===== config.mk =====
export PLATFORM = sky130hd
export DESIGN_NAME = fixed_timestep_frame_pacer
export DESIGN_NICKNAME = d
export VERILOG_FILES = /design/src/rtl/core/ftfp_pkg.sv /design/src/rtl/core/ftfp_queue.sv /design/src/rtl/core/ftfp_front.sv /design/src/rtl/core/ftfp_div.sv /design/src/rtl/core/ftfp_back.sv /design/src/rtl/core/fixed_timestep_frame_pacer.sv
export SDC_FILE = /design/constraint.sdc
export NUM_CORES = 2
export LEC_CHECK = 0
export BUFFER_PORTS_ARGS = -buffer_cell sky130_fd_sc_hd__buf_4
export CORE_AREA = 10 10 354 356
export CTS_CLUSTER_SIZE = 40
export DETAILED_ROUTE_END_ITERATION = 8
export DIE_AREA = 0 0 364 366
export SKIP_LAST_GASP = 1
export SYNTH_ARGS = -nofsm -noshare
export SYNTH_HDL_FRONTEND = slang
export SYNTH_SLANG_ARGS = --single-unit

===== constraint.sdc =====
create_clock -name clk -period 21.8 [get_ports clk]
set_clock_uncertainty 0.05 [all_clocks]
set_input_delay 3.27 -clock clk [delete_from_list [all_inputs] [get_ports clk]]
set_output_delay 3.27 -clock clk [all_outputs]
set_load 0.1 [all_outputs]

===== src/rtl/core/ftfp_pkg.sv =====
// Shared types and constants of the fixed-timestep frame pacer.
package ftfp_pkg;

	localparam int TIME_BITS    = 48;
	localparam int CNT_BITS     = 32;
	localparam int PERIOD_BITS  = 24;
	localparam int ALPHA_FRAC   = 16;
	localparam int ALPHA_BITS   = ALPHA_FRAC + 1;
	localparam int MODE_BITS    = 2;
	localparam int Q_DEPTH      = 2;
	localparam int Q_PTR_BITS   = $clog2(Q_DEPTH);
	localparam int Q_CNT_BITS   = $clog2(Q_DEPTH + 1);
	localparam int DIV_STEPS    = TIME_BITS;
	localparam int DIV_CNT_BITS = $clog2(DIV_STEPS);

	typedef logic [TIME_BITS-1:0]   time_t;
	typedef logic [CNT_BITS-1:0]    cnt_t;
	typedef logic [PERIOD_BITS-1:0] period_t;
	typedef logic [ALPHA_BITS-1:0]  alpha_t;

	localparam period_t SIM_PERIOD_TICKS     = 24'd16667;
	localparam period_t PRESENT_PERIOD_RESET = 24'd16667;
	localparam period_t PERIOD_ONE           = 24'd1;
	localparam time_t   TIME_MAX             = {TIME_BITS{1'b1}};
	localparam cnt_t    CNT_MAX              = {CNT_BITS{1'b1}};
	localparam alpha_t  ALPHA_ONE            = alpha_t'(1) << ALPHA_FRAC;

	// Rounded-up reciprocal of the simulation period. For a numerator x below the
	// period, (x * ALPHA_RECIP) >> RECIP_SHIFT equals floor((x << ALPHA_FRAC) / period).
	localparam int ALPHA_L      = $clog2(int'(SIM_PERIOD_TICKS));
	localparam int ALPHA_X_BITS = (ALPHA_L < 1) ? 1 : ALPHA_L;
	localparam int RECIP_SHIFT  = 2 * ALPHA_L;
	localparam int RECIP_BITS   = ALPHA_FRAC + ALPHA_L + 2;
	localparam int PROD_BITS    = ALPHA_X_BITS + RECIP_BITS;
	localparam logic [RECIP_BITS-1:0] ALPHA_RECIP = RECIP_BITS'(
		((128'd1 << (ALPHA_FRAC + RECIP_SHIFT)) + 128'(SIM_PERIOD_TICKS) - 128'd1)
		/ 128'(SIM_PERIOD_TICKS));

	// Input modes as they arrive on the port.
	localparam logic [MODE_BITS-1:0] MODE_RESTART      = 2'd0;
	localparam logic [MODE_BITS-1:0] MODE_OBSERVE      = 2'd1;
	localparam logic [MODE_BITS-1:0] MODE_SIM_DONE     = 2'd2;
	localparam logic [MODE_BITS-1:0] MODE_PRESENT_DONE = 2'd3;

	typedef enum logic [1:0] {
		CMD_RESTART,
		CMD_OBSERVE,
		CMD_SIM_DONE,
		CMD_PRESENT_DONE
	} cmd_kind_t;

	typedef struct packed {
		cmd_kind_t kind;
		time_t     now;
	} cmd_t;

	typedef struct packed {
		logic full;
		logic empty;
	} q_stat_t;

	typedef struct packed {
		logic    start;
		time_t   dividend;
		period_t divisor;
	} div_req_t;

	typedef struct packed {
		logic    done;
		time_t   quotient;
		period_t remainder;
	} div_rsp_t;

endpackage


===== src/rtl/core/ftfp_queue.sv =====
// Two-entry command queue between the front and the back of the frame pacer.
module ftfp_queue import ftfp_pkg::*; (
	input  logic    clk,
	input  logic    arst_n,
	input  logic    push,
	input  cmd_t    push_data,
	input  logic    pop,
	output cmd_t    pop_data,
	output q_stat_t stat
);

	cmd_t                  entry_q [Q_DEPTH];
	logic [Q_PTR_BITS-1:0] wr_ptr_q;
	logic [Q_PTR_BITS-1:0] rd_ptr_q;
	logic [Q_CNT_BITS-1:0] count_q;

	function automatic logic [Q_PTR_BITS-1:0] ptr_inc(input logic [Q_PTR_BITS-1:0] p);
		return (p == Q_PTR_BITS'(Q_DEPTH - 1)) ? '0 : p + 1'b1;
	endfunction

	assign stat.full  = (count_q == Q_CNT_BITS'(Q_DEPTH));
	assign stat.empty = (count_q == '0);
	assign pop_data   = entry_q[rd_ptr_q];

	always_ff @(posedge clk or negedge arst_n) begin
		if (!arst_n) begin
			wr_ptr_q <= '0;
			rd_ptr_q <= '0;
			count_q  <= '0;
		end else begin
			if (push) begin
				wr_ptr_q <= ptr_inc(wr_ptr_q);
			end
			if (pop) begin
				rd_ptr_q <= ptr_inc(rd_ptr_q);
			end
			if (push && !pop) begin
				count_q <= count_q + 1'b1;
			end else if (pop && !push) begin
				count_q <= count_q - 1'b1;
			end
		end
	end

	always_ff @(posedge clk) begin
		if (push) begin
			entry_q[wr_ptr_q] <= push_data;
		end
	end

endmodule


===== src/rtl/core/ftfp_front.sv =====
// Front end: input handshake and translation of the mode into a command.
module ftfp_front import ftfp_pkg::*; (
	input  logic                 in_valid,
	output logic                 in_ready,
	input  logic [MODE_BITS-1:0] mode,
	input  time_t                now,
	input  q_stat_t              q_stat,
	output logic                 push,
	output cmd_t                 push_data
);

	assign in_ready      = !q_stat.full;
	assign push          = in_valid && in_ready;
	assign push_data.now = now;

	always_comb begin
		unique case (mode)
			MODE_RESTART:      push_data.kind = CMD_RESTART;
			MODE_OBSERVE:      push_data.kind = CMD_OBSERVE;
			MODE_SIM_DONE:     push_data.kind = CMD_SIM_DONE;
			MODE_PRESENT_DONE: push_data.kind = CMD_PRESENT_DONE;
			default:           push_data.kind = CMD_OBSERVE;
		endcase
	end

endmodule


===== src/rtl/core/ftfp_div.sv =====
// Radix-2 restoring divider for the overdue-period count, one quotient bit per cycle.
module ftfp_div import ftfp_pkg::*; (
	input  logic     clk,
	input  logic     arst_n,
	input  div_req_t req,
	output div_rsp_t rsp
);

	logic                    busy_q;
	logic                    done_q;
	logic [DIV_CNT_BITS-1:0] cnt_q;
	time_t                   quo_q;
	period_t                 rem_q;
	period_t                 dvs_q;

	logic [PERIOD_BITS:0] rem_sh;
	logic                 fits;
	logic [PERIOD_BITS:0] rem_nx;

	assign rem_sh = {rem_q, quo_q[TIME_BITS-1]};
	assign fits   = (rem_sh >= {1'b0, dvs_q});
	assign rem_nx = fits ? (rem_sh - {1'b0, dvs_q}) : rem_sh;

	assign rsp.done      = done_q;
	assign rsp.quotient  = quo_q;
	assign rsp.remainder = rem_q;

	always_ff @(posedge clk or negedge arst_n) begin
		if (!arst_n) begin
			busy_q <= 1'b0;
			done_q <= 1'b0;
			cnt_q  <= '0;
		end else begin
			done_q <= 1'b0;
			if (req.start) begin
				busy_q <= 1'b1;
				cnt_q  <= '0;
			end else if (busy_q) begin
				cnt_q <= cnt_q + 1'b1;
				if (cnt_q == DIV_CNT_BITS'(DIV_STEPS - 1)) begin
					busy_q <= 1'b0;
					done_q <= 1'b1;
				end
			end
		end
	end

	always_ff @(posedge clk) begin
		if (req.start) begin
			quo_q <= req.dividend;
			rem_q <= '0;
			dvs_q <= req.divisor;
		end else if (busy_q) begin
			quo_q <= {quo_q[TIME_BITS-2:0], fits};
			rem_q <= rem_nx[PERIOD_BITS-1:0];
		end
	end

endmodule


===== src/rtl/core/ftfp_back.sv =====
// Back end: pacer state, deadline and counter updates, alpha and the result register.
module ftfp_back import ftfp_pkg::*; (
	input  logic     clk,
	input  logic     arst_n,
	input  logic     cfg_valid,
	input  period_t  cfg_data,
	input  q_stat_t  q_stat,
	input  cmd_t     pop_data,
	output logic     pop,
	output div_req_t div_req,
	input  div_rsp_t div_rsp,
	output logic     out_valid,
	input  logic     out_ready,
	output logic     sim_due,
	output logic     present_due,
	output alpha_t   alpha_q16,
	output time_t    next_deadline,
	output cnt_t     sim_frames,
	output cnt_t     present_count,
	output cnt_t     missed_count
);

	typedef enum logic [8:0] {
		ST_IDLE  = 9'b000000001,
		ST_EXEC  = 9'b000000010,
		ST_PDIV  = 9'b000000100,
		ST_PBASE = 9'b000001000,
		ST_PNEXT = 9'b000010000,
		ST_EVAL  = 9'b000100000,
		ST_ALPHA = 9'b001000000,
		ST_ADIV  = 9'b010000000,
		ST_OUT   = 9'b100000000
	} state_t;

	state_t  state_q;
	period_t period_q;
	time_t   sim_dl_q;
	time_t   pres_dl_q;
	cnt_t    sim_cnt_q;
	cnt_t    pres_cnt_q;
	cnt_t    missed_cnt_q;
	logic    out_valid_q;

	cmd_t    cmd_q;
	logic    late_q;
	time_t   base_q;
	time_t   diff_q;
	logic    res_sim_due_q;
	logic    res_pres_due_q;
	time_t   res_next_q;
	alpha_t  alpha_q;
	logic [ALPHA_X_BITS-1:0] alpha_x_q;

	logic    out_sim_due_q;
	logic    out_pres_due_q;
	alpha_t  out_alpha_q;
	time_t   out_next_q;
	cnt_t    out_sim_cnt_q;
	cnt_t    out_pres_cnt_q;
	cnt_t    out_missed_q;

	period_t period_eff;
	logic    late;
	time_t   overdue;
	logic    diff_big;
	logic [PROD_BITS-1:0] alpha_prod;
	logic    out_load;

	function automatic time_t add_sat_time(input time_t a, input time_t b);
		logic [TIME_BITS:0] sum;
		sum = {1'b0, a} + {1'b0, b};
		return sum[TIME_BITS] ? TIME_MAX : sum[TIME_BITS-1:0];
	endfunction

	function automatic cnt_t add_sat_cnt(input cnt_t a, input time_t b);
		logic [TIME_BITS:0] sum;
		sum = (TIME_BITS + 1)'(a) + {1'b0, b};
		return (sum > (TIME_BITS + 1)'(CNT_MAX)) ? CNT_MAX : sum[CNT_BITS-1:0];
	endfunction

	function automatic cnt_t inc_sat_cnt(input cnt_t a);
		return (a == CNT_MAX) ? CNT_MAX : a + 1'b1;
	endfunction

	assign period_eff = (period_q == '0) ? PERIOD_ONE : period_q;
	assign late       = (cmd_q.now > pres_dl_q);
	assign overdue    = late ? (cmd_q.now - pres_dl_q) : '0;
	assign diff_big   = (diff_q >= time_t'(SIM_PERIOD_TICKS));
	assign alpha_prod = PROD_BITS'(alpha_x_q) * PROD_BITS'(ALPHA_RECIP);
	assign out_load   = (state_q == ST_OUT) && (!out_valid_q || out_ready);
	assign pop        = (state_q == ST_IDLE) && !q_stat.empty;

	always_comb begin
		div_req.start    = (state_q == ST_EXEC) && (cmd_q.kind == CMD_PRESENT_DONE);
		div_req.dividend = overdue;
		div_req.divisor  = period_eff;
	end

	// Control and architectural state.
	always_ff @(posedge clk or negedge arst_n) begin
		if (!arst_n) begin
			state_q      <= ST_IDLE;
			period_q     <= PRESENT_PERIOD_RESET;
			sim_dl_q     <= '0;
			pres_dl_q    <= '0;
			sim_cnt_q    <= '0;
			pres_cnt_q   <= '0;
			missed_cnt_q <= '0;
			out_valid_q  <= 1'b0;
		end else begin
			if (cfg_valid) begin
				period_q <= cfg_data;
			end
			if (out_ready && !out_load) begin
				out_valid_q <= 1'b0;
			end
			unique case (state_q)
				ST_IDLE: begin
					if (!q_stat.empty) begin
						state_q <= ST_EXEC;
					end
				end
				ST_EXEC: begin
					unique case (cmd_q.kind)
						CMD_RESTART: begin
							sim_dl_q     <= cmd_q.now;
							pres_dl_q    <= cmd_q.now;
							sim_cnt_q    <= '0;
							pres_cnt_q   <= '0;
							missed_cnt_q <= '0;
							state_q      <= ST_EVAL;
						end
						CMD_OBSERVE: begin
							state_q <= ST_EVAL;
						end
						CMD_SIM_DONE: begin
							sim_dl_q  <= add_sat_time(sim_dl_q, time_t'(SIM_PERIOD_TICKS));
							sim_cnt_q <= inc_sat_cnt(sim_cnt_q);
							state_q   <= ST_EVAL;
						end
						CMD_PRESENT_DONE: begin
							state_q <= ST_PDIV;
						end
						default: begin
							state_q <= ST_EVAL;
						end
					endcase
				end
				ST_PDIV: begin
					if (div_rsp.done) begin
						missed_cnt_q <= add_sat_cnt(missed_cnt_q, div_rsp.quotient);
						state_q      <= ST_PBASE;
					end
				end
				ST_PBASE: begin
					state_q <= ST_PNEXT;
				end
				ST_PNEXT: begin
					pres_dl_q  <= add_sat_time(base_q, time_t'(period_eff));
					pres_cnt_q <= inc_sat_cnt(pres_cnt_q);
					state_q    <= ST_EVAL;
				end
				ST_EVAL: begin
					state_q <= ST_ALPHA;
				end
				ST_ALPHA: begin
					state_q <= (res_sim_due_q || diff_big) ? ST_OUT : ST_ADIV;
				end
				ST_ADIV: begin
					state_q <= ST_OUT;
				end
				ST_OUT: begin
					if (out_load) begin
						out_valid_q <= 1'b1;
						state_q     <= ST_IDLE;
					end
				end
				default: begin
					state_q <= ST_IDLE;
				end
			endcase
		end
	end

	// Working registers and the result register.
	always_ff @(posedge clk) begin
		unique case (state_q)
			ST_IDLE: begin
				if (!q_stat.empty) begin
					cmd_q <= pop_data;
				end
			end
			ST_EXEC: begin
				late_q <= late;
			end
			ST_PBASE: begin
				base_q <= late_q ? (cmd_q.now - time_t'(div_rsp.remainder)) : pres_dl_q;
			end
			ST_EVAL: begin
				res_sim_due_q  <= (cmd_q.now >= sim_dl_q);
				res_pres_due_q <= (cmd_q.now >= pres_dl_q);
				res_next_q     <= (sim_dl_q < pres_dl_q) ? sim_dl_q : pres_dl_q;
				diff_q         <= sim_dl_q - cmd_q.now;
			end
			ST_ALPHA: begin
				alpha_q   <= res_sim_due_q ? ALPHA_ONE : '0;
				alpha_x_q <= ALPHA_X_BITS'(SIM_PERIOD_TICKS - diff_q[PERIOD_BITS-1:0]);
			end
			ST_ADIV: begin
				alpha_q <= alpha_prod[RECIP_SHIFT +: ALPHA_BITS];
			end
			ST_OUT: begin
				if (out_load) begin
					out_sim_due_q  <= res_sim_due_q;
					out_pres_due_q <= res_pres_due_q;
					out_alpha_q    <= alpha_q;
					out_next_q     <= res_next_q;
					out_sim_cnt_q  <= sim_cnt_q;
					out_pres_cnt_q <= pres_cnt_q;
					out_missed_q   <= missed_cnt_q;
				end
			end
			default: begin
			end
		endcase
	end

	assign out_valid     = out_valid_q;
	assign sim_due       = out_sim_due_q;
	assign present_due   = out_pres_due_q;
	assign alpha_q16     = out_alpha_q;
	assign next_deadline = out_next_q;
	assign sim_frames    = out_sim_cnt_q;
	assign present_count = out_pres_cnt_q;
	assign missed_count  = out_missed_q;

endmodule


===== src/rtl/core/fixed_timestep_frame_pacer.sv =====
// Top level of the fixed-timestep frame pacer: front end, command queue, back end, divider.
//
// Channel  Direction  Handshake              Payload
// input    in         in_valid / in_ready    mode, now
// result   out        out_valid / out_ready  sim_due, present_due, alpha_q16, next_deadline,
//                                            sim_frames, present_count, missed_count
// config   in         cfg_valid / cfg_ready  present_period_ticks
//
// Observe, restart and simulation done pass through the execute, evaluate and alpha states
// to the output state when the simulation deadline is already due or a period or more away,
// and through the reciprocal-multiply alpha state as well otherwise. Presentation done first
// waits on the 48-step radix-2 divider for the overdue periods, then forms the base and the
// next deadline. The front end takes a transaction whenever the two-entry queue has room, and
// the back end keeps working while a finished result waits in the output register, up to its
// output state. Reset is asynchronous and needs no clearing pass; config writes are always accepted.
module fixed_timestep_frame_pacer import ftfp_pkg::*; (
	input  logic                 clk,
	input  logic                 arst_n,
	input  logic                 cfg_valid,
	output logic                 cfg_ready,
	input  period_t              present_period_ticks,
	input  logic                 in_valid,
	output logic                 in_ready,
	input  logic [MODE_BITS-1:0] mode,
	input  time_t                now,
	output logic                 out_valid,
	input  logic                 out_ready,
	output logic                 sim_due,
	output logic                 present_due,
	output alpha_t               alpha_q16,
	output time_t                next_deadline,
	output cnt_t                 sim_frames,
	output cnt_t                 present_count,
	output cnt_t                 missed_count
);

	q_stat_t  q_stat;
	logic     push;
	cmd_t     push_data;
	logic     pop;
	cmd_t     pop_data;
	div_req_t div_req;
	div_rsp_t div_rsp;

	// The configuration register is a plain flop in the back end, so a write never stalls.
	assign cfg_ready = 1'b1;

	// The front end only does the handshake and decodes the mode; all time-dependent work is in the back end.
	ftfp_front u_front (
		.in_valid  (in_valid),
		.in_ready  (in_ready),
		.mode      (mode),
		.now       (now),
		.q_stat    (q_stat),
		.push      (push),
		.push_data (push_data)
	);

	ftfp_queue u_queue (
		.clk       (clk),
		.arst_n    (arst_n),
		.push      (push),
		.push_data (push_data),
		.pop       (pop),
		.pop_data  (pop_data),
		.stat      (q_stat)
	);

	// The divider counts the whole presentation periods that are overdue.
	ftfp_div u_div (
		.clk    (clk),
		.arst_n (arst_n),
		.req    (div_req),
		.rsp    (div_rsp)
	);

	ftfp_back u_back (
		.clk           (clk),
		.arst_n        (arst_n),
		.cfg_valid     (cfg_valid),
		.cfg_data      (present_period_ticks),
		.q_stat        (q_stat),
		.pop_data      (pop_data),
		.pop           (pop),
		.div_req       (div_req),
		.div_rsp       (div_rsp),
		.out_valid     (out_valid),
		.out_ready     (out_ready),
		.sim_due       (sim_due),
		.present_due   (present_due),
		.alpha_q16     (alpha_q16),
		.next_deadline (next_deadline),
		.sim_frames    (sim_frames),
		.present_count (present_count),
		.missed_count  (missed_count)
	);

endmodule


==> run_results.csv <==
group,metric,value,unit
status,outcome,"completed",
power_and_ir_drop,power_density,153,mW/mm2
place,place_congestion,0.960,
critical_path,arrival,7940,ps
clock_network,clkTransAtPathRegs,60,ps
critical_path,cp_max_fo,9,
yosys,synth_cells,5389,
place,numPortBuffers,243,
clock_network,htree_num_levels,3,
critical_path,start_kind,"register",
floorplanning,io_pins,245,
routing,via_per_inst,5.88,
floorplanning,dieHeight,366,um
clock_network,cts_buffers,92,
layout,final_core_util,0.512,
clock_network,clk_latency,700,ps
hold_path,hold_path_depth,0,
critical_path,r2r_slack,14210,ps
sta,period_minus_slack,7590,ps
job,cap_violations,0,
global_route,grt_use_total,0.233,
yosys,synthesis.nets,6036,
sta,finalHoldViolCount,0,
critical_path,required,22150,ps
global_route,grt_max_degree,135,
routing,wl,158,mm
place,hpwlAfterDp,120,mm
yosys,synth_area,0.0540,mm2
sta,post-route-period-util,0.348,
routing,drtPass1Iterations,8,
floorplanning,die_w,364,um
global_route,grt_pass1_wl,245,mm
routing,drt_iter0_drc,4036,
clock_network,cts_hold_buf,0,
layout,fin_nets,6163,
yosys,synth_edf_count,564,
sta,tightest_slew,1120,ps
routing,via_count,41900,
yosys,ys_top_cells_by_count,"edfxtp_1 (564), inv_1 (468), a21oi_1 (462)",
sta,rsz0062_at_grt,"false",
sta,worst_hold_slack,366,ps
yosys,yosysMostFrequentCell,"edfxtp_1",
floorplanning,dieArea,0.133,mm2
global_route,grt_overflow,0,
layout,n_antenna_cell,0,
routing,drc,0,
global_route,grt_antenna_before_repair,1,
layout,area_growth_syn_to_layout,11.7,%
power_and_ir_drop,p_leak,24.9,nW
clock_network,cts_max_path_buffers,3,
yosys,seq_area_frac_synth,0.433,
critical_path,cp-end-kind,"register",
yosys,yosysTopAreaCell,"edfxtp_1",
sta,maxSlewHeadroom,0.249,
yosys,synthTopCellsByArea,"edfxtp_1 (31%), dfrtp_1 (11%), ha_1 (9.4%)",
sta,finalSetupViolCount,0,
yosys,synthDistinctLibCells,101,
routing,wl_per_cell,22.2,um
yosys,ys.flop_type,"edfxtp_1",
global_route,grt_pass1_vias,40400,
layout,regArea,0.0234,mm2
layout,drive_gt1_frac,0.104,
floorplanning,row_count,126,
critical_path,critPathKind,"register to register",
yosys,async_flop_share,0.288,
clock_network,cts_tree,"built",
yosys,synth.avg_cell_area,10.0,um2
clock_network,cts_root_buf,"clkbuf_16",
sta,setup_tns,0,ps
routing,ant_nets,0,
critical_path,ff2ff_path_depth,21,
floorplanning,initial_core_util,0.458,
layout,multi_input_area,0.0279,mm2
sta,max_freq,0.132,GHz
hold_path,worst_hold_path_type,"register to register",
clock_network,cts-resized-gates,0,
yosys,yosysTopAreaCellShare,0.314,
clock_network,cts.sinks,826,
sta,final-max-slew-violation-count,0,
power_and_ir_drop,irDropWorstVdd,0.110,mV
yosys,ys_seq_elements,826,
layout,nFillCells,10700,
clock_network,cts_setup_buffers,0,
floorplanning,core,0.118,mm2
yosys,yosysWarnings,0,
registers in the layout (all words and copies together), names as in the netlist, 15 cells and up:
signal / flops
u_queue.entry_q: 100
u_back.alpha_q16: 17
u_back.sim_cnt_q: 32
u_back.period_q: 24
u_div.dvs_q: 24
u_back.pres_cnt_q: 32
u_back.missed_count: 32
u_back.missed_cnt_q: 32
u_back.cmd_q: 50
u_back.sim_dl_q: 48
u_div.quo_q: 48
u_back.alpha_q: 17
u_back.alpha_x_q: 15
u_back.diff_q: 48
u_back.base_q: 48
u_back.present_count: 32
u_back.res_next_q: 48
u_back.pres_dl_q: 48
u_back.next_deadline: 48
u_back.sim_frames: 32
u_div.rem_q: 24
critical path: stages, from the launching register on:
cell and delay (ps):
edfxtp_1 580, fa_1 740, inv_1 160, fa_1 620, inv_1 80, fa_1 500
inv_1 50, fa_1 520, inv_1 50, fa_1 570, fa_1 430, ha_1 330
nand2_1 50, o21ai_0 210, a22oi_1 140, a211oi_1 480, o21ai_0 260, a31oi_1 400
a21oi_1 160, a2111oi_0 680, o21a_1 180, o31ai_1 70
path summary, 6_finish.rpt:
| check | startpoint | endpoint |
|---|---|---|
| hold / removal | u_back.res_next_q[18] | u_back.next_deadline[18] |
| setup / recovery | u_back.alpha_x_q[12] | u_back.alpha_q[16] |
| hold reg to reg | u_back.res_next_q[18] | u_back.next_deadline[18] |
| min in group asynchronous | arst_n | u_back.pres_cnt_q[21] |
| max in group asynchronous | arst_n | u_back.missed_cnt_q[31] |
| setup reg to reg | u_back.alpha_x_q[12] | u_back.alpha_q[16] |
power by group:
| group | switching [W] | total [W] | internal, W |
|---|---|---|---|
| combinational | 0.00302 | 0.00489 | 0.00187 |
| clock | 0.000667 | 0.00163 | 0.000961 |
| sequential | 0.000500 | 0.00268 | 0.00218 |
| total | 0.00419 | 0.00920 | 0.00501 |
area by class of cell:
cell class | count | share of cell area
Multi-Input combinational cell | 3845 | 0.463
Sequential cell | 826 | 0.388
Clock buffer | 111 | 0.0400
Timing Repair Buffer | 281 | 0.0353
Tap cell | 1536 | 0.0319
Inverter | 470 | 0.0293
Clock inverter | 62 | 0.0123
metrics by stage:
stage               setup slack [ps]  power (W)  cell area (um2)  instances
finish                         14210    0.00920            60300       7131
global route                   13420    0.00987            60300       7131
CTS                            14150    0.00918            60300       7131
detailed placement             14130    0.00751            57100       6958
global placement               14190    0.00745            57100       6958
floorplan                       9860    0.00602            54000       5389
metal layers:
layer | vias to the layer above | global-route usage | routed length [um]
li1 | 19800 | - | -
met1 | 20400 | 0.339 | 73200
met2 | 1431 | 0.357 | 70100
met3 | 233 | 0.0342 | 10700
met4 | 0 | 0.0675 | 4270
met5 | - | 0 | 0
cells in the final DEF (no fill, tap or decap), types with 41 or more instances in the layout:
cell       Yosys  routed
a211oi_1      47      47
a21o_1       140     140
a21oi_1      462     460
a31oi_1       45      45
and3_1       106     103
buf_4          1     279
clkbuf_16      0      93
dfrtp_1      231     230
edfxtp_1     564     564
fa_1         161     161
ha_1         407     407
inv_1        468     468
mux2_2        76      76
nand2_1      438     438
nand3_1      249     248
nand4_1       73      73
nor2_1       325     318
nor3_1        80      79
nor4_1        44      44
o211ai_1      74      74
o21ai_0      284     283
o21ai_1       42      41
o31ai_1       43      43
xnor2_1      155     155
xor2_1        91      91
logic make-up after synthesis:
| kind of cell | synth area share |
|---|---|
| other | 0.0000695 |
| adders and majority gates | 0.154 |
| muxes | 0.0185 |
| DFF | 0.433 |
| buffers and inverters | 0.0513 |
| AOI/OAI and AO/OA | 0.170 |
| and+or+nand+nor | 0.133 |
| xor gates and xnor gates | 0.0399 |
No activity file was read; power rests on OpenSTA's default activity.
